--- src/rtl/tmf_pkg.sv ---
// ----------------------------------------------------------------------------
// tmf_pkg
// shared types, register indexes and median helpers
// ----------------------------------------------------------------------------
package tmf_pkg;

   localparam int unsigned CSR_IDX_W = 2;
   localparam logic [CSR_IDX_W-1:0] CSR_THRESHOLD = 2'd0;
   localparam logic [CSR_IDX_W-1:0] CSR_WIDTH     = 2'd1;
   localparam logic [CSR_IDX_W-1:0] CSR_HEIGHT    = 2'd2;

   typedef logic [23:0] pixel_type;

   // three columns of (top, middle, bottom)
   typedef struct packed {
      pixel_type [2:0] l;
      pixel_type [2:0] m;
      pixel_type [2:0] r;
   } window_type;

   typedef struct packed {
      window_type win;
      logic       last;
      logic       done;
   } job_type;

   function automatic logic [7:0] min2(input logic [7:0] a, input logic [7:0] b);
      return (a < b) ? a : b;
   endfunction

   function automatic logic [7:0] max2(input logic [7:0] a, input logic [7:0] b);
      return (a > b) ? a : b;
   endfunction

   function automatic logic [7:0] med3(input logic [7:0] a, input logic [7:0] b,
                                       input logic [7:0] c);
      return max2(min2(a, b), min2(max2(a, b), c));
   endfunction

endpackage

--- src/rtl/tmf_back.sv ---
// ----------------------------------------------------------------------------
// tmf_back
// median network, threshold select and output register
// ----------------------------------------------------------------------------
module tmf_back
   import tmf_pkg::*;
(
   input  logic       clock,
   input  logic       reset,
   input  logic       job_valid,
   output logic       job_take,
   input  job_type    job,
   input  logic [7:0] threshold,
   output logic       rsp_valid,
   input  logic       rsp_stall,
   output pixel_type  rsp_pixel,
   output logic       rsp_last,
   output logic       rsp_done
);

   // stage 1: row min/med/max; stage 2: final median and select
   logic      s1_valid_ff;
   logic [7:0] s1_lo_ff [3], s1_md_ff [3], s1_hi_ff [3], s1_ctr_ff [3];
   logic      s1_last_ff, s1_done_ff;

   logic s2_free, s1_free;
   assign s2_free = !rsp_valid || !rsp_stall;
   assign s1_free = !s1_valid_ff || s2_free;
   assign job_take = job_valid && s1_free;

   always_ff @(posedge clock) begin
      if (job_take) begin
         for (int ch = 0; ch < 3; ch++) begin
            logic [7:0] mn [3], md [3], mx [3];
            for (int k = 0; k < 3; k++) begin
               logic [7:0] a, b, c;
               a = job.win.l[k][8*ch +: 8];
               b = job.win.m[k][8*ch +: 8];
               c = job.win.r[k][8*ch +: 8];
               mn[k] = min2(a, min2(b, c));
               md[k] = med3(a, b, c);
               mx[k] = max2(a, max2(b, c));
            end
            s1_lo_ff[ch]  <= max2(mn[0], max2(mn[1], mn[2]));
            s1_md_ff[ch]  <= med3(md[0], md[1], md[2]);
            s1_hi_ff[ch]  <= min2(mx[0], min2(mx[1], mx[2]));
            s1_ctr_ff[ch] <= job.win.m[1][8*ch +: 8];
         end
         s1_last_ff <= job.last;
         s1_done_ff <= job.done;
      end
      if (s1_valid_ff && s2_free) begin
         for (int ch = 0; ch < 3; ch++) begin
            logic [7:0] m, d;
            m = med3(s1_lo_ff[ch], s1_md_ff[ch], s1_hi_ff[ch]);
            d = (m > s1_ctr_ff[ch]) ? m - s1_ctr_ff[ch] : s1_ctr_ff[ch] - m;
            rsp_pixel[8*ch +: 8] <= (d > threshold) ? m : s1_ctr_ff[ch];
         end
         rsp_last <= s1_last_ff;
         rsp_done <= s1_done_ff;
      end
      if (reset) begin
         s1_valid_ff <= 1'b0;
         rsp_valid   <= 1'b0;
      end else begin
         if (s1_free) s1_valid_ff <= job_take;
         if (s2_free) rsp_valid <= s1_valid_ff;
      end
   end

endmodule

--- config.mk ---
export PLATFORM = sky130hd
export DESIGN_NAME = tmf_back
export DESIGN_NICKNAME = d
export VERILOG_FILES = /design/src/rtl/tmf_pkg.sv /design/src/rtl/tmf_back.sv
export SDC_FILE = /design/constraint.sdc
export NUM_CORES = 2
export LEC_CHECK = 0
export BUFFER_PORTS_ARGS = -buffer_cell sky130_fd_sc_hd__buf_2
export CAP_MARGIN = 0
export CORE_MARGIN = 4
export CORE_UTILIZATION = 64
export DETAILED_ROUTE_END_ITERATION = 7
export GPL_TIMING_DRIVEN = 0
export HOLD_SLACK_MARGIN = 0.05
export PLACE_DENSITY = 0.81
export SLEW_MARGIN = 20
export SYNTH_ARGS = -nofsm -noshare
export SYNTH_HDL_FRONTEND = slang
export SYNTH_SLANG_ARGS = --single-unit
--- constraint.sdc ---
create_clock -name clock -period 13.75 [get_ports clock]
set_input_delay 0.6875 -clock clock [delete_from_list [all_inputs] [get_ports clock]]
set_output_delay 0.6875 -clock clock [all_outputs]
set_load 0.02 [all_outputs]
==> Yosys cells after proc, flatten, opt, wreduce, memory -nomap -nowiden <==
Memories as Yosys holds them, arrays and structs flattened.
Index checks and enable logic that the tools add are counted.
{ "totals": {"ramBits": 96, "mem_bits_ro": 0, "out_inout_bits": 28, "wordCells": 254, "memories": 4, "latchBits": 0, "ff_bits": 30, "input_bits": 230} }
{ "memory_table": {"columns": ["memory", "depth", "width", "rd", "rd_clocked_by_memory_dff", "write_ports", "line", "text"], "rows": [
  ["s1_ctr_ff", 3, 8, 3, 0, 3, "tmf_back.sv:23", "logic [7:0] s1_lo_ff [3], s1_md_ff [3], s1_hi_ff [3], s1_ctr_ff [3];"],
  ["s1_hi_ff", 3, 8, 3, 0, 3, "tmf_back.sv:23", null],
  ["s1_lo_ff", 3, 8, 3, 0, 3, "tmf_back.sv:23", null],
  ["s1_md_ff", 3, 8, 3, 0, 3, "tmf_back.sv:23", null]
]} }
{ "classes": {"addsub": 6, "mux": 116, "n_bitwise": 0, "n_eq_ne": 0, "n_mul": 0, "magnitude_cmp": 114, "n_reduce_logical": 7, "shift": 0, "div_mod_pow": 0} }
{ "ops": {"columns": ["cell", "count"], "rows": [
  ["8-bit two-way mux", 114],
  ["8-bit > comparator", 60],
  ["8-bit < comparator", 54],
  ["8-bit subtractor", 6],
  ["1-bit logical NOT", 3],
  ["1-bit logical AND", 2],
  ["1-bit logical OR", 2],
  ["1-bit two-way mux", 2]
]} }

==> Logic depth before layout (Yosys ltp) <==
{ "depth": {"depth_word": 12, "ltp_mapped": 62, "ltp_nobuf": 59} }

==> Least setup slack after synthesis <==
Ideal clock, no wire load.
{ "synth_path": {"path_kind": "in2reg", "startpoint": "input port job[107] (netlist name)", "endpoint": "memory s1_md_ff[1][1], in the netlist s1_md_ff[0][9] (data pin)", "setup_slack_ns": 2.425, "arrival_time_ns": 11.059, "path_buffers": 3, "required_time_ns": 13.485, "setup_time_ns": 0.265, "stages": 58, "path_cell_list": "inv_1 ha_1 nor2b_1 o211ai_1 a211oi_2 nor2_2 clkbuf_1 nand2_1 o21ai_0 ha_1 a211oi_1 nor2_1 nor3_1 or4b_1 nand3_4 mux2i_1 ha_1 a21o_1 (+22 left out) nand2_1 inv_1 o311a_1 nand2_1 a2111oi_1 a311oi_4 mux2_2 ha_1 nor2b_1 o21a_1 o21ai_0 nand2b_1 a21oi_1 o21ai_0 o21ai_0 clkbuf_1 nor4b_1 or3_1"} }
{ "synth_rtl": {"columns": ["element", "line", "text"], "rows": [
  ["from (decl)", "tmf_back.sv:12", "input job_type job,"],
  ["to (decl)", "tmf_back.sv:23", null]
]} }

==> implementation parameters <==
Parameter                              Value

GRT
  Global-route wire length before repair    147100 um
  Number of antenna violations at the first check in global routing    0
  Sum of overflow across all layers after global routing    0
  Vias in the first global route    between 20000 and 30000
  Pin count of the biggest net entering global routing    56
  GRT Resource Usage Total    32.89%

STA
  Number of endpoints with negative hold slack in the final report    0
  Final count of negative-setup-slack endpoints    0
  Relative slew slack    about 25%
  Maximum clock frequency    between 70 and 80 MHz
  Final cycle utilization of the critical path    between 90 and 100%
  Final critical delay including setup and external delays    12850 ps
  Slew at the pin with the worst max-slew slack    ~1100 ps
  Final sum of negative setup slack    0 ps
  Final Skew    around 11 ps
  Setup repair after global routing missed its margin    no
  Number of max-slew violations in the final report    0

Floorplan
  Starting density of the core    about two thirds
  Horizontal extent of the die    about 230 um
  # rows    between 80 and 90
  Top-level port count    ~260
  Die outline area    around 54000 um2
  DIE HEIGHT    231.8 um
  Standard cell core area    between 40000 and 50000 um2

Clocking
  Clock Tree Buf Depth    2
  Worst-path clk slew    ~70 ps
  Root buffer cell    clkbuf_16
  Count of hold-fix buffers inserted at cts    0
  CTS tree    done
  CTS buffer count    17
  Number of clock sinks    126
  CTS HTree Levels    4
  Clock latency at the later pin of the worst-skew pair    roughly 440 ps

Worst hold path
  Worst hold path cell count    2
  Worst min-delay path class    primary input to flop
  Startpoint of the tightest hold check path    reset
  Hold path endpoint    s1_valid_ff

Synthesis
  Number of flops mapped to enable cells by yosys    124
  Warnings from Yosys    0
  Synthesized Nets    4942
  Most instantiated flip-flop cell in the synthesis netlist    edfxtp_1
  Mean cell area of the mapped netlist    between 7 and 8 um2
  Number of cells produced by synthesis    4007
  Proportion of synthesized chip area in sequential cells    between 10% and 20%
  Flip-flop and latch count after synthesis    around 130
  Netlist Area Pre-Place    ~32000 um2
  Number of library cell types mapped by synthesis    98
  Post-synth ARST share    0%

Finish
  Layout overhead on the synthesized area    8.829%
  Final Util    between 70% and 80%
  Final layout net count    5220
  Post-Layout Inst Area    roughly 35000 um2
  Share of cells above drive strength 1    a little under an eighth
  Total inserted antenna cells    0
  Filler instances    ~4000

Critical path
  Slowest Stage Delay on Critical Path    430 ps
  Top fanout value on the critical path    10
  Worst reg-to-reg path cell count    between 40 and 50
  Capture point of the worst reg-to-reg path    rsp_pixel[4]
  Crit path required time    13940 ps
  Critical Path Source Type    primary input
  Startpoint of the worst register-to-register path    s1_lo_ff[0][1]
  Internal reg-to-reg setup slack    ~2200 ps
  Critical path launch point    job[116]
  Arrival time at the worst endpoint    13030 ps
  Kind of critical path    primary input to flop
  Cell with the largest stage delay on the worst path    mux2i_1
  Crit. End Element    flop

Drt
  Vias post-DR    a little over 30000
  Per-cell via count in the routed design    ~6.2
  Antenna violation net count after detailed routing    0
  Number of detailed-route iterations in the first pass    7
  Per-cell routed wire length    ~18 um
  Post-route DRC violation count    0
  Post-Route WL    ~92000 um
  First-iteration detailed-routing DRC count    around 2500

Placed design
  Post-detail-place hpwl    roughly 77000 um
  Number of buffers added on ports    ~260
  Placement Cell Area    34230 um2
  GPL Wtd Cong    ~0.98

Run
  Maximum Capacitance Violations    0

Outcome
  Result of the run    finished clean
==> registers in the layout, indices dropped and copies added, names as in the netlist <==
signal       flops
rsp_done         1
rsp_last         1
rsp_pixel       24
rsp_valid        1
s1_ctr_ff       24
s1_done_ff       1
s1_hi_ff        24
s1_last_ff       1
s1_lo_ff        24
s1_md_ff        24
s1_valid_ff      1
==> how the worst max path moves through the flow <==
stage	to	depth (start not counted)	slack (ps)
2_1_floorplan	s1_md_ff[0][9]	58	2430
3_3_place_gp	s1_md_ff[0][8]	59	570
3_5_place_dp	s1_md_ff[0][23]	61	410
4_1_cts	s1_md_ff[0][20]	62	820
5_1_grt	s1_md_ff[0][9]	58	50
6_report	s1_md_ff[0][17]	62	900
==> cells by family (layout without fill, tap and decap cells) <==
kind of cell               count (synthesis)  after routing  synth area share [%]
adders and majority gates                708            708                 27.77
DFF                                      126            126                 11.75
xor gates and xnor gates                  22             22                0.6014
muxes                                    543            543                 17.58
AOI/OAI and AO/OA                       1129           1129                 21.97
buffers and inverters                    623            914                 7.377
and+or+nand+nor                          856            856                 12.96
==> cell usage in the layout (no fill, tap or decap), drive strengths merged, types with 124 or more instances in the layout <==
cell / count
nand2: 251
mux2i: 401
edfxtp: 124
mux2: 142
inv: 553
ha: 699
o21ai: 333
buf: 273
nor2: 221
o21a: 129
a21oi: 356
==> per-layer routing <==
metal	share of wire, %	track usage [%]	vias to the layer above
met2	46	55.72	1180
li1	-	-	15160
met3	7.0	3.840	219
met5	0	0	-
met1	44	44.07	14020
met4	3.2	9.994	0
==> critical path, delay by kind of cell <==
kind	cells	cell delay, ps
AOI/OAI and AO/OA	25	4990
adders and majority gates	6	1880
muxes	4	1280
buffers and inverters	9	1470
and+or+nand+nor	18	2710
==> cell type report <==
type                            instances  area (um2)  share of cell area (%)
Sequential cell                       126        3764                   10.79
Inverter                              541        2031                   5.824
Tap cell                              664       830.8                   2.383
Multi-Input combinational cell       3258       25960                   74.44
Timing Repair Buffer                  259        1341                   3.847
Clock inverter                         15       185.2                  0.5311
Clock buffer                           17       425.4                   1.220
Buffer                                 82       335.3                  0.9616
==> timing repair <==
action                                  4_1_cts  5_1_grt
endpoints found under the setup margin        0       15
setup buffers                                 0        0
resized for setup                             0        8
==> stage by stage <==
step           std cells  worst slack [ps]  hold WS, ps
2_1_floorplan       4007              2425        400.3
6_report            4962             901.8        414.6
5_1_grt             4962             52.82        414.3
4_1_cts             4962             823.7        402.7
3_5_place_dp        4930             411.2        416.5
3_3_place_gp        4928             565.4        408.4
==> cells in the mapped netlist, types with 6 or more instances <==
master	n	share of area (%)
o21bai_1	16	0.37
o22ai_1	7	0.14
a31oi_1	7	0.14
mux2i_1	400	12
o21ai_0	297	4.6
ha_1	699	27
a2111oi_0	6	0.16
or3_1	12	0.23
o21ai_1	35	0.55
nand4_1	70	1.4
a21oi_1	351	5.5
and3_1	29	0.57
o31a_1	9	0.25
o211ai_1	23	0.54
and2_1	12	0.23
a21o_1	116	2.7
edfxtp_1	124	12
nor3_1	17	0.27
a211oi_1	21	0.49
and4_1	12	0.33
o221ai_1	12	0.33
nor2_1	217	2.5
nand2_1	251	2.9
fa_1	6	0.37
inv_1	538	6.3
clkbuf_1	68	0.80
nor2b_1	69	1.3
or2_2	12	0.23
nand3_1	78	1.2
mux2_2	139	4.9
a221o_1	7	0.22
nor4_1	7	0.14
o31ai_1	14	0.33
o21a_1	129	3.0
xnor2_1	18	0.49
nand2b_1	48	0.94
Power is not shown: default switching activity piles up to over one toggle a cycle in this logic, so the estimate is an artifact.
