===== src/rtl/tmf_pkg.sv =====
// ----------------------------------------------------------------------------
// tmf_pkg
// shared types, register indexes and median helpers
// ----------------------------------------------------------------------------
package tmf_pkg;

   localparam int unsigned CSR_IDX_W = 2;
   localparam logic [CSR_IDX_W-1:0] CSR_THRESHOLD = 2'd0;
   localparam logic [CSR_IDX_W-1:0] CSR_WIDTH     = 2'd1;
   localparam logic [CSR_IDX_W-1:0] CSR_HEIGHT    = 2'd2;

   typedef logic [23:0] pixel_type;

   // three columns of (top, middle, bottom)
   typedef struct packed {
      pixel_type [2:0] l;
      pixel_type [2:0] m;
      pixel_type [2:0] r;
   } window_type;

   typedef struct packed {
      window_type win;
      logic       last;
      logic       done;
   } job_type;

   function automatic logic [7:0] min2(input logic [7:0] a, input logic [7:0] b);
      return (a < b) ? a : b;
   endfunction

   function automatic logic [7:0] max2(input logic [7:0] a, input logic [7:0] b);
      return (a > b) ? a : b;
   endfunction

   function automatic logic [7:0] med3(input logic [7:0] a, input logic [7:0] b,
                                       input logic [7:0] c);
      return max2(min2(a, b), min2(max2(a, b), c));
   endfunction

endpackage


===== src/rtl/tmf_queue.sv =====
// ----------------------------------------------------------------------------
// tmf_queue
// short fifo of window jobs between front and back
// ----------------------------------------------------------------------------
module tmf_queue
   import tmf_pkg::*;
(
   input  logic    clock,
   input  logic    reset,
   input  logic    wr_valid,
   output logic    full,
   input  job_type wr_job,
   output logic    rd_valid,
   input  logic    rd_take,
   output job_type rd_job
);

   job_type    slot_ff [4];
   logic [2:0] cnt_ff;
   logic [1:0] wp_ff, rp_ff;

   logic wr, rd;
   assign full = (cnt_ff == 3'd4);
   assign wr = wr_valid && !full;
   assign rd = rd_take && rd_valid;
   assign rd_valid = (cnt_ff != 3'd0);
   assign rd_job = slot_ff[rp_ff];

   always_ff @(posedge clock) begin
      if (wr) slot_ff[wp_ff] <= wr_job;
      if (reset) begin
         cnt_ff <= 3'd0;
         wp_ff  <= 2'd0;
         rp_ff  <= 2'd0;
      end else begin
         if (wr) wp_ff <= wp_ff + 2'd1;
         if (rd) rp_ff <= rp_ff + 2'd1;
         cnt_ff <= cnt_ff + 3'(wr) - 3'(rd);
      end
   end

endmodule


===== config.mk =====
export PLATFORM = sky130hd
export DESIGN_NAME = tmf_queue
export DESIGN_NICKNAME = d
export VERILOG_FILES = /design/src/rtl/tmf_pkg.sv /design/src/rtl/tmf_queue.sv
export SDC_FILE = /design/constraint.sdc
export NUM_CORES = 1
export LEC_CHECK = 0
export BUFFER_PORTS_ARGS = -buffer_cell sky130_fd_sc_hd__buf_2
export CAP_MARGIN = 20
export CORE_ASPECT_RATIO = 0.75
export CORE_MARGIN = 3
export CORE_UTILIZATION = 60
export CTS_BUF_LIST = sky130_fd_sc_hd__clkbuf_8 sky130_fd_sc_hd__clkbuf_16
export DETAILED_ROUTE_END_ITERATION = 8
export GPL_TIMING_DRIVEN = 0
export PLACE_DENSITY = 0.83
export SLEW_MARGIN = 15
export SYNTH_ARGS = -nofsm -noshare
export SYNTH_HDL_FRONTEND = slang
export SYNTH_SLANG_ARGS = --single-unit

===== constraint.sdc =====
create_clock -name clock -period 10.9 [get_ports clock]
set_clock_uncertainty 0.1 [all_clocks]
set_input_delay 1.09 -clock clock [delete_from_list [all_inputs] [get_ports clock]]
set_output_delay 1.09 -clock clock [all_outputs]
set_load 0.05 [all_outputs]

* Word-level counts from Yosys, hierarchy flattened
Memory sizes are Yosys's and may differ from the RTL's. A register that Yosys moved wholly into a read port is not among the register bits. Index checks and enable logic that the tools add are counted.
Word-level totals: register bits 7, latch bits 0, RAM bits 872, bits in read-only memories 0, input port bits 222, output and inout port bits 220, word-level logic and storage cells 17, memories kept 1
Memory list:
- slot_ff | depth 4, width 218, rd ports 1, clocked after Yosys merged registers in 1, write ports 1, RTL line tmf_queue.sv:18 | job_type slot_ff [4];
Operators by class: add/sub/neg operators 4, $mul 0, divide/modulo/power cells 0, order comparisons 0, equal/unequal tests 1, shift operators 0, multiplexer cells 4, bitwise operators 0, reductions and logical operators 4
Operator list (number):
- adder 2 x 1 -> 2 bit, second input constant | 2
- 2-to-1 mux 2 bit | 2
- adder 3 x 1 -> 3 bit | 1
- equality test 3 bit, second input constant | 1
- nonzero test 3 bit | 1
- subtractor 3 x 1 -> 3 bit | 1
- logical AND 1 bit | 2
- 2-to-1 mux 1 bit | 2
- zero test 1 bit | 1

* Longest topological paths before layout
Gate-level depths: netlist of the first run.
word-level depth 5, gate-level depth with buffers 11, depth with buffers taken out 11

* Worst setup path after synthesis of the first run
No wires, ideal clock.
path type in2reg, start point input port wr_valid, end point memory slot_ff[0][0] (netlist bit) (enable), library setup time 0.606 ns, arrival 6.376 ns, data required time 10.194 ns, slack 3.818 ns, stages 3, buffers on the path 0, path through inv_1 > nor2_1 > and2_1
On the way: cells in the longest elaborated chain, start to end 3
Ends and longest elaborated chain:
- from (decl) | RTL line tmf_queue.sv:10 | input logic wr_valid,
- logical AND 1 bit | RTL line tmf_queue.sv:24 | assign wr = wr_valid && !full;
- 2-to-1 mux 1 bit | RTL line tmf_queue.sv:30 | if (wr) slot_ff[wp_ff] <= wr_job;
- 2-to-1 mux 1 bit (not written as such) | RTL line tmf_queue.sv:30
- to (decl) | RTL line tmf_queue.sv:18
Every way passes these cells.

==> results of run 1 <==
[worst min-delay path, cell delays in order (launching register included)]
cell     delay [ns]
dfxtp_1        0.35
o21ai_0        0.09
a21oi_1        0.06
[per-layer routing]
layer	vias to the layer above	GRT usage [%]
li1	6278	-
met1	8196	33.8
met2	787	46.8
met3	133	7.22
met4	16	7.28
met5	-	0
[layout by cell type (no fill, tap or decap), types with 12 or more instances in the layout]
cell type,netlist,final
clkinv_2,0,16
buf_12,0,12
mux4_2,218,218
clkinv_1,0,19
diode_2,0,16
buf_4,13,13
edfxtp_1,872,872
buf_2,22,462
inv_1,6,18
clkbuf_16,0,82
[metrics by stage]
step	utilization [%]	instances	area (µm²)
floorplan	-	1187	31800
global placement	67.2	2330	34900
detailed placement	68.1	2350	35400
CTS	72.8	2493	37800
global route	72.8	2497	37900
finish	72.9	2509	37900
[power by group]
group | switching, mW | leakage (nW) | internal, mW
Clock | 1.20 | 1.25 | 1.46
Combinational | 2.33 | 3.43 | 0.968
Sequential | 0.103 | 8.06 | 4.10
[cells by family (layout without fill, tap and decap cells)]
logic type | Yosys count | in the layout | share of synthesized area (%)
DFF | 881 | 881 | 82.8
muxes | 219 | 219 | 15.5
buffers and inverters | 55 | 658 | 0.959
and+or+nand+nor | 18 | 18 | 0.307
adders and majority gates | 7 | 7 | 0.299
AOI/OAI and AO/OA | 4 | 4 | 0.0864
xor gates and xnor gates | 3 | 3 | 0.0825
other | 0 | 16 | 0
[cell type report]
cell class / count / area, µm²
antenna: 16 / 40.0
buffer: 49 / 283
clock buffer: 82 / 2050
clock inverter: 61 / 405
fill: 2733 / 14100
inverter: 6 / 22.5
multi-input combinational: 251 / 5180
sequential: 881 / 26400
tap: 703 / 880
timing repair buffer: 460 / 2660
[sequential cells by signal, indices dropped and copies added, names as in the netlist, named ones only]
name     count
cnt_ff       3
rp_ff        2
slot_ff    872
wp_ff        2
[worst min-delay path by stage]
stage / cells after the start / slack [ns] / endpoint / from
after floorplan: 2 / 0.38 / wp_ff[1] / wp_ff[1]
after global placement: 2 / 0.39 / wp_ff[1] / wp_ff[1]
after detailed placement: 2 / 0.44 / wp_ff[0] / wp_ff[0]
after CTS: 2 / 0.44 / wp_ff[0] / wp_ff[0]
after global routing: 2 / 0.48 / wp_ff[1] / wp_ff[1]
final: 2 / 0.45 / wp_ff[0] / wp_ff[0]
==> metrics.yaml, run 1 <==
outcome:
  status: "complete, no violations"
detailed_routing:
  route.detailed.vias_per_inst: 6.14
  final_routed_drc_violation_total: 0
  drt-pass1-iter-count: 5
  drt-met1-wl_um: 26200
  dr.max_layer_used: "met5"
  route.met3.wl_um: 6380
  met2RoutedLength_um: 39400
  drt_wl_total_um: 74000
  initialDrtViolationCount: 1860
  route.antenna.remaining_nets: 0
  route.vias.total: 15400
  wl_per_cell_um: 29.5
power:
  power.total_mw: 10.2
  total_leakage_power_nw: 12.7
  power_per_cell_area_mw_per_mm2: 268
  irDropWorstVdd_uv: 212
floorplan:
  floorplan.die.width_um: 272
  core_mm2: 0.0520
  num_rows: 72
  dieHeight_um: 205
  io-pin-count: 442
  initial_utilization_pct: 61.2
  dieArea_mm2: 0.0559
timing:
  timing.setup.tns_ns: 0
  max_slew_margin_pct: 40.9
  fmax_mhz: 255
  least_margin_pin_slew_ns: 0.887
  finalCriticalPeriod_ns: 3.92
  final.setup.worst_slack_ns: 6.98
  rsz_0062_raised_after_global_routing: "false"
  timing.final.crit_share_pct: 36.0
  timing_max_transition_violations_final: 0
  finalHoldViolCount: 0
  report.final.setup_viol: 0
  worst_hold_slack_ns: 0.451
clock_network:
  clk_path_buf_depth: 3
  post_cts_resize_count: 0
  post_cts_buffers: 0
  clk_root_buffer_cell: "clkbuf_16"
  clock_latency_late_sink_ns: 0.61
  cts-htree-levels: 3
  clkSlewWorstSetupHoldPaths_ns: 0.07
  numCtsBuffers: 79
  cts.sink_count: 881
  holdBufCountCts: 0
  clock_tree_from_tritoncts: "yes"
global_route:
  antenna_found_initial: 16
  total_routing_resource_utilization_after_global_routing_pct: 26.8
  grt_pass1_vias: 16400
  grt_start_max_net_pins: 50
  grt-ovfl-total: 0
  grt_first_pass_wirelength_um: 108000
setup_path:
  max_stage_delay_ns: 0.41
  cp_num_cells: 5
  critPathCaptureType: "output pin"
  arrival_ns: 2.73
  timing.critical_path.max_delay_family: "buffers and inverters"
  cp_cell_sequence: "buf_2, buf_2, buf_2, mux4_2, buf_2"
  number_of_cell_instances_on_the_worst_register_to_register_path: 11
  regToRegSetupSlack_ns: 7.64
  critical-path-top-cell-by-count: "buf_2"
  required_ns: 9.71
  cp-endpoint: "rd_job[182]"
  worstPathBufferInverterCount: 4
  critPathSlowestCell: "buf_2"
  start_kind: "flip-flop"
  crit_fanout: 10
  path_class: "flip-flop to output pin"
  rr_endpoint: "cnt_ff[2]"
  r2r_start: "cnt_ff[2]"
synth:
  ys_dominant_reg_cell: "edfxtp_1"
  synthMostInstantiatedCell: "edfxtp_1"
  synth.ff_latch_count: 881
  netlist_top_cells_count: "edfxtp_1 (872), mux4_2 (218), buf_2 (22)"
  post_synth_top_area_share_pct: 82.2
  netlist.top_cell.by_area: "edfxtp_1"
  synthArstFlopShare_pct: 0
  synth_edf_count: 872
  synth_area_leaders: "edfxtp_1 (82%), mux4_2 (15%), dfxtp_1 (0.57%)"
  cell_area_after_technology_mapping_mm2: 0.0318
  postSynthCellCount: 1187
  synth.yosys.warnings: 0
  ys_seq_area_share_pct: 82.8
  postSynthAreaPerCell_um2: 26.8
  post_synth_num_cell_types: 25
  number_of_nets_produced_by_synthesis: 1416
final_layout:
  nets: 1957
  area_growth_syn_to_layout_pct: 19.0
  layout-drive-gt1-share_pct: 46.5
placement:
  dp_worst_setup_slack_ns: 7.28
  place.port_buffers: 440
  hpwlAfterDp_um: 43700
  gpl.final_weighted_congestion: 0.735
min_path:
  hold_class: "flip-flop to flip-flop"
run:
  drv_cap: 0
Power figures use the tool's default switching activity.
==> run 2, diff against run 1 <==
--- a/config.mk
+++ b/config.mk
@@ -5,15 +5,16 @@
 export SDC_FILE = /design/constraint.sdc
 export NUM_CORES = 1
 export LEC_CHECK = 0
+export ABC_AREA = 1
 export BUFFER_PORTS_ARGS = -buffer_cell sky130_fd_sc_hd__buf_2
 export CAP_MARGIN = 20
 export CORE_ASPECT_RATIO = 0.75
 export CORE_MARGIN = 3
-export CORE_UTILIZATION = 60
+export CORE_UTILIZATION = 52
 export CTS_BUF_LIST = sky130_fd_sc_hd__clkbuf_8 sky130_fd_sc_hd__clkbuf_16
 export DETAILED_ROUTE_END_ITERATION = 8
 export GPL_TIMING_DRIVEN = 0
-export PLACE_DENSITY = 0.83
+export PLACE_DENSITY = 0.76
 export SLEW_MARGIN = 15
 export SYNTH_ARGS = -nofsm -noshare
 export SYNTH_HDL_FRONTEND = slang
==> constraint.sdc (replaced) <==
create_clock -name clock -period 3.15 [get_ports clock]
set_clock_uncertainty 0.1 [all_clocks]
set_input_delay 0.315 -clock clock [delete_from_list [all_inputs] [get_ports clock]]
set_output_delay 0.315 -clock clock [all_outputs]
set_load 0.05 [all_outputs]
==> metrics.yaml, run 2 <==
global_route:
  grt_first_pass_wirelength_um: 131000  # was 108,000 µm
  grt_start_max_net_pins: 26  # was 50
  antenna_found_initial: 13  # was 16
  grt_pass1_vias: 22200  # was 16,400
  total_routing_resource_utilization_after_global_routing_pct: 26.3  # was 26.8%
  grt-ovfl-total: 0  # unchanged
detailed_routing:
  route.antenna.remaining_nets: 0  # unchanged
  drt_wl_total_um: 88800  # was 74,000 µm
  final_routed_drc_violation_total: 0  # unchanged
  wl_per_cell_um: 23.2  # was 29.5 µm
  drt-pass1-iter-count: 6  # was 5
  route.vias.total: 22400  # was 15,400
  route.detailed.vias_per_inst: 5.84  # was 6.14
  initialDrtViolationCount: 2558  # was 1,860
min_path:
  hold_class: "primary input to flip-flop"  # was flip-flop to flip-flop
setup_path:
  arrival_ns: 2.63  # was 2.73 ns
  start_kind: "flip-flop"  # unchanged
  required_ns: 2.73  # was 9.71 ns
  crit_fanout: 11  # was 10
  critPathCaptureType: "output pin"  # unchanged
  path_class: "flip-flop to output pin"  # unchanged
power:
  irDropWorstVdd_uv: 639  # was 212 µV
  total_leakage_power_nw: 14.8  # was 12.7 nW
  power_per_cell_area_mw_per_mm2: 871  # was 268 mW/mm²
  power.total_mw: 36.3  # was 10.2 mW
final_layout:
  layout-drive-gt1-share_pct: 23.2  # was 46.5%
  biggestRegsByFlops: "slot_ff x872, cnt_ff x3"  # unchanged
  layout_commonest_cell: "edfxtp_1"  # unchanged
  largest_register_ffs: 872  # unchanged
  area_growth_syn_to_layout_pct: 27.8  # was 19.0%
  nets: 3188  # was 1,957
  largest-register: "slot_ff"  # unchanged
  layout_common_cells: "edfxtp_1 (872), buf_2 (447), nor2_1 (444)"  # was edfxtp_1 (872), buf_2 (462), mux4_2 (218)
  finish.cell_count_without_fillers: 3837  # was 2,509
clock_network:
  clk_root_buffer_cell: "clkbuf_16"  # unchanged
  clock_tree_from_tritoncts: "yes"  # unchanged
  cts.sink_count: 881  # unchanged
  cts-htree-levels: 3  # unchanged
  clock_latency_late_sink_ns: 0.61  # about the same
  clk_path_buf_depth: 3  # unchanged
  numCtsBuffers: 81  # was 79
  clkSlewWorstSetupHoldPaths_ns: 0.06  # was 0.07 ns
synth:
  number_of_nets_produced_by_synthesis: 2403  # was 1,416
  synth.yosys.warnings: 0  # unchanged
  synth_edf_count: 872  # unchanged
  ys_dominant_reg_cell: "edfxtp_1"  # unchanged
  synthMostInstantiatedCell: "edfxtp_1"  # unchanged
  synth_area_leaders: "edfxtp_1 (80%), o21ai_0 (6.4%), nor2_1 (5.2%)"  # was edfxtp_1 (82%), mux4_2 (15%), dfxtp_1 (0.57%)
  postSynthCellCount: 2174  # was 1,187
  synth.ff_latch_count: 881  # unchanged
  ys_seq_area_share_pct: 80.9  # was 82.8%
  netlist.top_cell.by_area: "edfxtp_1"  # unchanged
  netlist_top_cells_count: "edfxtp_1 (872), nor2_1 (449), o21ai_0 (417)"  # was edfxtp_1 (872), mux4_2 (218), buf_2 (22)
  post_synth_num_cell_types: 18  # was 25
  post_synth_top_area_share_pct: 80.3  # was 82.2%
  synthArstFlopShare_pct: 0  # unchanged
  postSynthAreaPerCell_um2: 15.0  # was 26.8 µm²
  cell_area_after_technology_mapping_mm2: 0.0326  # was 0.0318 mm²
placement:
  numPlacedInstances: 3455  # was 2,350
  hpwlAfterDp_um: 55000  # was 43,700 µm
  dp_worst_setup_slack_ns: 0.403  # was 7.28 ns
  place.port_buffers: 441  # was 440
  gpl.final_weighted_congestion: 0.781  # was 0.735
floorplan:
  floorplan.die.width_um: 295  # was 272 µm
  dieArea_mm2: 0.0658  # was 0.0559 mm²
  io-pin-count: 442  # unchanged
  initial_utilization_pct: 53.3  # was 61.2%
  dieHeight_um: 223  # was 205 µm
  num_rows: 78  # was 72
  core_mm2: 0.0612  # was 0.0520 mm²
timing:
  final.setup.worst_slack_ns: 0.106  # was 6.98 ns
  fmax_mhz: 328
  timing.setup.tns_ns: 0  # unchanged
  finalHoldViolCount: 0  # unchanged
  timing.final.crit_share_pct: 96.6
  report.final.setup_viol: 0  # unchanged
  max_slew_margin_pct: 46.6  # was 40.9%
  least_margin_pin_slew_ns: 0.799  # was 0.887 ns
  finalCriticalPeriod_ns: 3.04
  timing_max_transition_violations_final: 0  # unchanged
run:
  drv_cap: 0  # unchanged
outcome:
  status: "complete, no violations"  # unchanged
## run 2: cell types whose count changed after synthesis, sizes merged, moves of 3 or more
cell | before | now
mux4 | 218 | 0
nand2 | 0 | 12
clkbuf | 5 | 94
a21oi | 1 | 4
o22ai | 0 | 218
inv | 6 | 17
buf | 44 | 50
nor2 | 6 | 449
and2 | 5 | 0
nand3 | 0 | 3
o21ai | 1 | 437
## run 2: cells by family (layout without fill, tap and decap cells)
| logic type | after synthesis | count (layout) | share of synthesized area, % |
|---|---|---|---|
| AND/OR/NAND/NOR | 464 | 464 | 5.36 |
| adder cells (fa/ha/maj) | 7 | 7 | 0.292 |
| flip-flops | 881 | 881 | 80.9 |
| buffers and inverters | 161 | 1008 | 2.46 |
| AO/OA/AOI/OAI | 661 | 661 | 11.0 |
| other | 0 | 16 | 0 |
## run 2: repair_timing
action | in CTS | in global routing
gates resized for setup | 28 | 52
endpoints found under the setup margin | 142 | 108
hold buffers | 221 | 0
endpoints found under the hold margin | 881 | 0
setup buffers | 0 | 0
## run 2: worst max-delay path: stages (launching register included)
cell	delay (ns)
dfxtp_2	0.36
buf_8	0.18
inv_4	0.08
buf_6	0.20
clkbuf_1	0.45
o21ai_0	0.18
o22ai_1	0.24
buf_2	0.32
## run 2: worst paths after layout
check / from / to / slack, ns / depth (start not counted)
worst max-delay path: flip-flop / rd_job[90] / 0.11 / 7
worst min-delay path: wr_job[17] / slot_ff[2][17] / 0.34 / 2
worst max register to register: wp_ff[0] / slot_ff[2][122] / 0.50 / 9
worst min register to register: rp_ff[0] / rp_ff[0] / 0.41 / 2
## run 2: cell type report
| cell class | instances | area [µm²] |
|---|---|---|
| inverters | 17 | 66.3 |
| flip-flops and latches | 881 | 26400 |
| plain buffers | 144 | 802 |
| clock inverters | 63 | 515 |
| diodes | 16 | 40.0 |
| repair buffers | 702 | 5320 |
| clock buffers | 82 | 2040 |
| multi-input cells | 1132 | 5490 |
| fillers | 3843 | 19500 |
| well taps | 800 | 1000 |
## run 2: routing by layer
metal	track usage, %	up-vias	share of wire [%]
li1	-	9856	-
met1	34.3	11000	37
met2	43.5	1306	49
met3	6.11	238	10
met4	9.30	6	3.5
met5	0	-	0.046
## run 2: power by group
part           switching (mW)  total [mW]  internal (mW)  leakage, nW
Sequential              0.291        14.5           14.2         8.06
Clock                    4.24        9.48           5.24         1.28
Combinational            9.45        12.3           2.82         5.46
## run 2: through the flow
stage,cell area (µm²),hold WS (ns),utilization (%)
after floorplan,32700,0.272,-
after global placement,35900,0.357,58.6
after detailed placement,36700,0.384,60.0
after CTS,41600,0.302,67.9
after global routing,41600,0.318,68.0
final,41600,0.342,68.1
==> run 3, diff against run 2 <==
--- a/config.mk
+++ b/config.mk
@@ -10,11 +10,10 @@
 export CAP_MARGIN = 20
 export CORE_ASPECT_RATIO = 0.75
 export CORE_MARGIN = 3
-export CORE_UTILIZATION = 52
+export CORE_UTILIZATION = 40
 export CTS_BUF_LIST = sky130_fd_sc_hd__clkbuf_8 sky130_fd_sc_hd__clkbuf_16
 export DETAILED_ROUTE_END_ITERATION = 8
 export GPL_TIMING_DRIVEN = 0
-export PLACE_DENSITY = 0.76
 export SLEW_MARGIN = 15
 export SYNTH_ARGS = -nofsm -noshare
 export SYNTH_HDL_FRONTEND = slang
==> metrics.yaml, run 3 (same netlist as run 2, synthesis figures left out) <==
timing:
  least_margin_pin_slew_ns: 0.633  # was 0.799 ns
  final.setup.worst_slack_ns: 0.120  # was 0.106 ns
  fmax_mhz: 330  # was 328 MHz
  report.final.setup_viol: 0  # unchanged
  timing_max_transition_violations_final: 0  # unchanged
  max_slew_margin_pct: 57.7  # was 46.6%
  finalHoldViolCount: 0  # unchanged
  worst_hold_slack_ns: 0.324  # was 0.342 ns
  finalCriticalPeriod_ns: 3.03  # was 3.04 ns
  timing.final.crit_share_pct: 96.2  # was 96.6%
  rsz_0062_raised_after_global_routing: "false"
setup_path:
  path_class: "flip-flop to output pin"  # unchanged
  required_ns: 2.73  # about the same
  number_of_cell_instances_on_the_worst_register_to_register_path: 8  # was 9
  arrival_ns: 2.61  # was 2.63 ns
  crit_fanout: 10  # was 11
  r2r_start: "cnt_ff[1]"  # was wp_ff[0]
  start_kind: "flip-flop"  # unchanged
  critPathCaptureType: "output pin"  # unchanged
floorplan:
  initial_utilization_pct: 40.9  # was 53.3%
  floorplan.die.width_um: 336  # was 295 µm
  dieArea_mm2: 0.0850  # was 0.0658 mm²
  core_mm2: 0.0797  # was 0.0612 mm²
  dieHeight_um: 253  # was 223 µm
  io-pin-count: 442  # unchanged
  num_rows: 89  # was 78
final_layout:
  layout_commonest_cell: "edfxtp_1"  # unchanged
  area_growth_syn_to_layout_pct: 30.0  # was 27.8%
  biggestRegsByFlops: "slot_ff x872, cnt_ff x3"  # unchanged
  nets: 3199  # was 3,188
  largest_register_ffs: 872  # unchanged
  layout-drive-gt1-share_pct: 23.9  # was 23.2%
  largest-register: "slot_ff"  # unchanged
  layout_common_cells: "edfxtp_1 (872), nor2_1 (444), buf_2 (437)"  # was edfxtp_1 (872), buf_2 (447), nor2_1 (444)
power:
  pwr-share-comb_pct: 33.7  # was 33.8%
  sw_ratio_pct: 38.1  # was 38.5%
  total_leakage_power_nw: 15.1  # was 14.8 nW
  power_per_cell_area_mw_per_mm2: 873  # was 871 mW/mm²
  clock_power_share_pct: 27.0  # was 26.1%
  p_int_mw: 22.9  # was 22.3 mW
  seq_power_share_pct: 39.3  # was 40.1%
  p_switching_mw: 14.1  # was 14.0 mW
  irDropWorstVdd_uv: 550  # was 639 µV
clock_network:
  cts-htree-levels: 3  # unchanged
  cts.sink_count: 881  # unchanged
  clk_path_buf_depth: 3  # unchanged
  numCtsBuffers: 86  # was 81
  clock_tree_from_tritoncts: "yes"  # unchanged
  clk_root_buffer_cell: "clkbuf_16"  # unchanged
  clkSlewWorstSetupHoldPaths_ns: 0.06  # about the same
  post_cts_buffers: 0  # unchanged
  clock_latency_late_sink_ns: 0.62  # was 0.61 ns
run:
  drv_cap: 0  # unchanged
global_route:
  total_routing_resource_utilization_after_global_routing_pct: 20.9  # was 26.3%
  grt-ovfl-total: 0  # unchanged
  grt_start_max_net_pins: 26  # unchanged
  grt_first_pass_wirelength_um: 134000  # was 131,000 µm
  antenna_found_initial: 16  # was 13
  grt_pass1_vias: 21700  # was 22,200
detailed_routing:
  wl_per_cell_um: 22.4  # was 23.2 µm
  drt-pass1-iter-count: 5  # was 6
  route.antenna.remaining_nets: 0  # unchanged
  initialDrtViolationCount: 1661  # was 2,558
  route.detailed.vias_per_inst: 5.26  # was 5.84
  final_routed_drc_violation_total: 0  # unchanged
  route.vias.total: 21500  # was 22,400
  drt_wl_total_um: 91600  # was 88,800 µm
placement:
  gpl.final_weighted_congestion: 0.754  # was 0.781
  dp_worst_setup_slack_ns: 0.274  # was 0.403 ns
  place.port_buffers: 441  # unchanged
  hpwlAfterDp_um: 59300  # was 55,000 µm
outcome:
  status: "complete, no violations"  # unchanged
min_path:
  worstHoldStart: "wr_job[25]"  # was wr_job[17]
  hold_depth: 2  # unchanged
  hold_class: "primary input to flip-flop"  # unchanged
==> run 3: changes by cell type in the layout (fill, tap and decap cells not counted), moves of 8 or more <==
cell and change:
buf_16 +10, buf_2 -10, buf_4 +8, clkbuf_1 -17
clkbuf_2 +17, diode_2 -8
==> run 3: final timing paths <==
| path | to | slack, ns |
|---|---|---|
| setup / recovery | rd_job[44] | 0.12 |
| hold / removal | slot_ff[1][25] | 0.32 |
| setup reg to reg | slot_ff[1][148] | 0.62 |
| hold reg to reg | flip-flop | 0.40 |
==> run 3: critical path: stages (launching register included) <==
cell      delay [ns]
dfxtp_2         0.37
buf_8           0.19
inv_4           0.09
buf_4           0.26
buf_2           0.32
nor2_1          0.07
o22ai_1         0.34
clkbuf_4        0.32
==> run 3: power by group through the flow <==
| stage | Combinational, mW | Sequential, mW | Clock, mW |
|---|---|---|---|
| floorplan | 7.93 | 14.8 | 0 |
| global placement | 11.6 | 15.0 | 0 |
| detailed placement | 12.2 | 14.8 | 0 |
| CTS | 12.5 | 14.5 | 10.2 |
| global route | 13.1 | 14.6 | 10.7 |
| finish | 12.5 | 14.5 | 10.0 |
==> run 3: per-layer routing <==
layer	vias to the layer above	GRT usage, %	share of wire (%)
met5	-	0	0.091
met1	10700	28.1	41
met4	12	6.26	2.5
met3	149	4.32	7.3
met2	784	34.5	49
li1	9862	-	-
==> run 3: area by class of cell <==
cell class / count / area [µm²]
fillers: 6478 / 37400
flip-flops and latches: 881 / 26400
repair buffers: 708 / 5540
multi-input cells: 1132 / 5490
clock buffers: 86 / 2150
well taps: 1046 / 1310
plain buffers: 144 / 838
clock inverters: 64 / 577
inverters: 17 / 66.3
diodes: 8 / 20.0
==> run 3: what timing repair did <==
action	4_1_cts	5_1_grt
cloned	0	0
endpoints found under the setup margin	205	73
hold buffers	221	0
hold endpoints to repair	881	0
pin swaps	0	0
resized for setup	55	58
==> run 3: metrics by stage <==
| step | cells | total power [mW] | util [%] | cell area [µm²] | setup TNS, ns |
|---|---|---|---|---|---|
| floorplan | 2174 | 22.8 | - | 32700 | -1031.34 |
| global placement | 3661 | 26.6 | 45.4 | 36200 | -3463.56 |
| detailed placement | 3707 | 26.9 | 46.7 | 37200 | 0 |
| CTS | 4078 | 37.2 | 53.0 | 42300 | -0.127 |
| global route | 4082 | 38.4 | 53.1 | 42400 | 0 |
| finish | 4086 | 37.0 | 53.1 | 42400 | 0 |
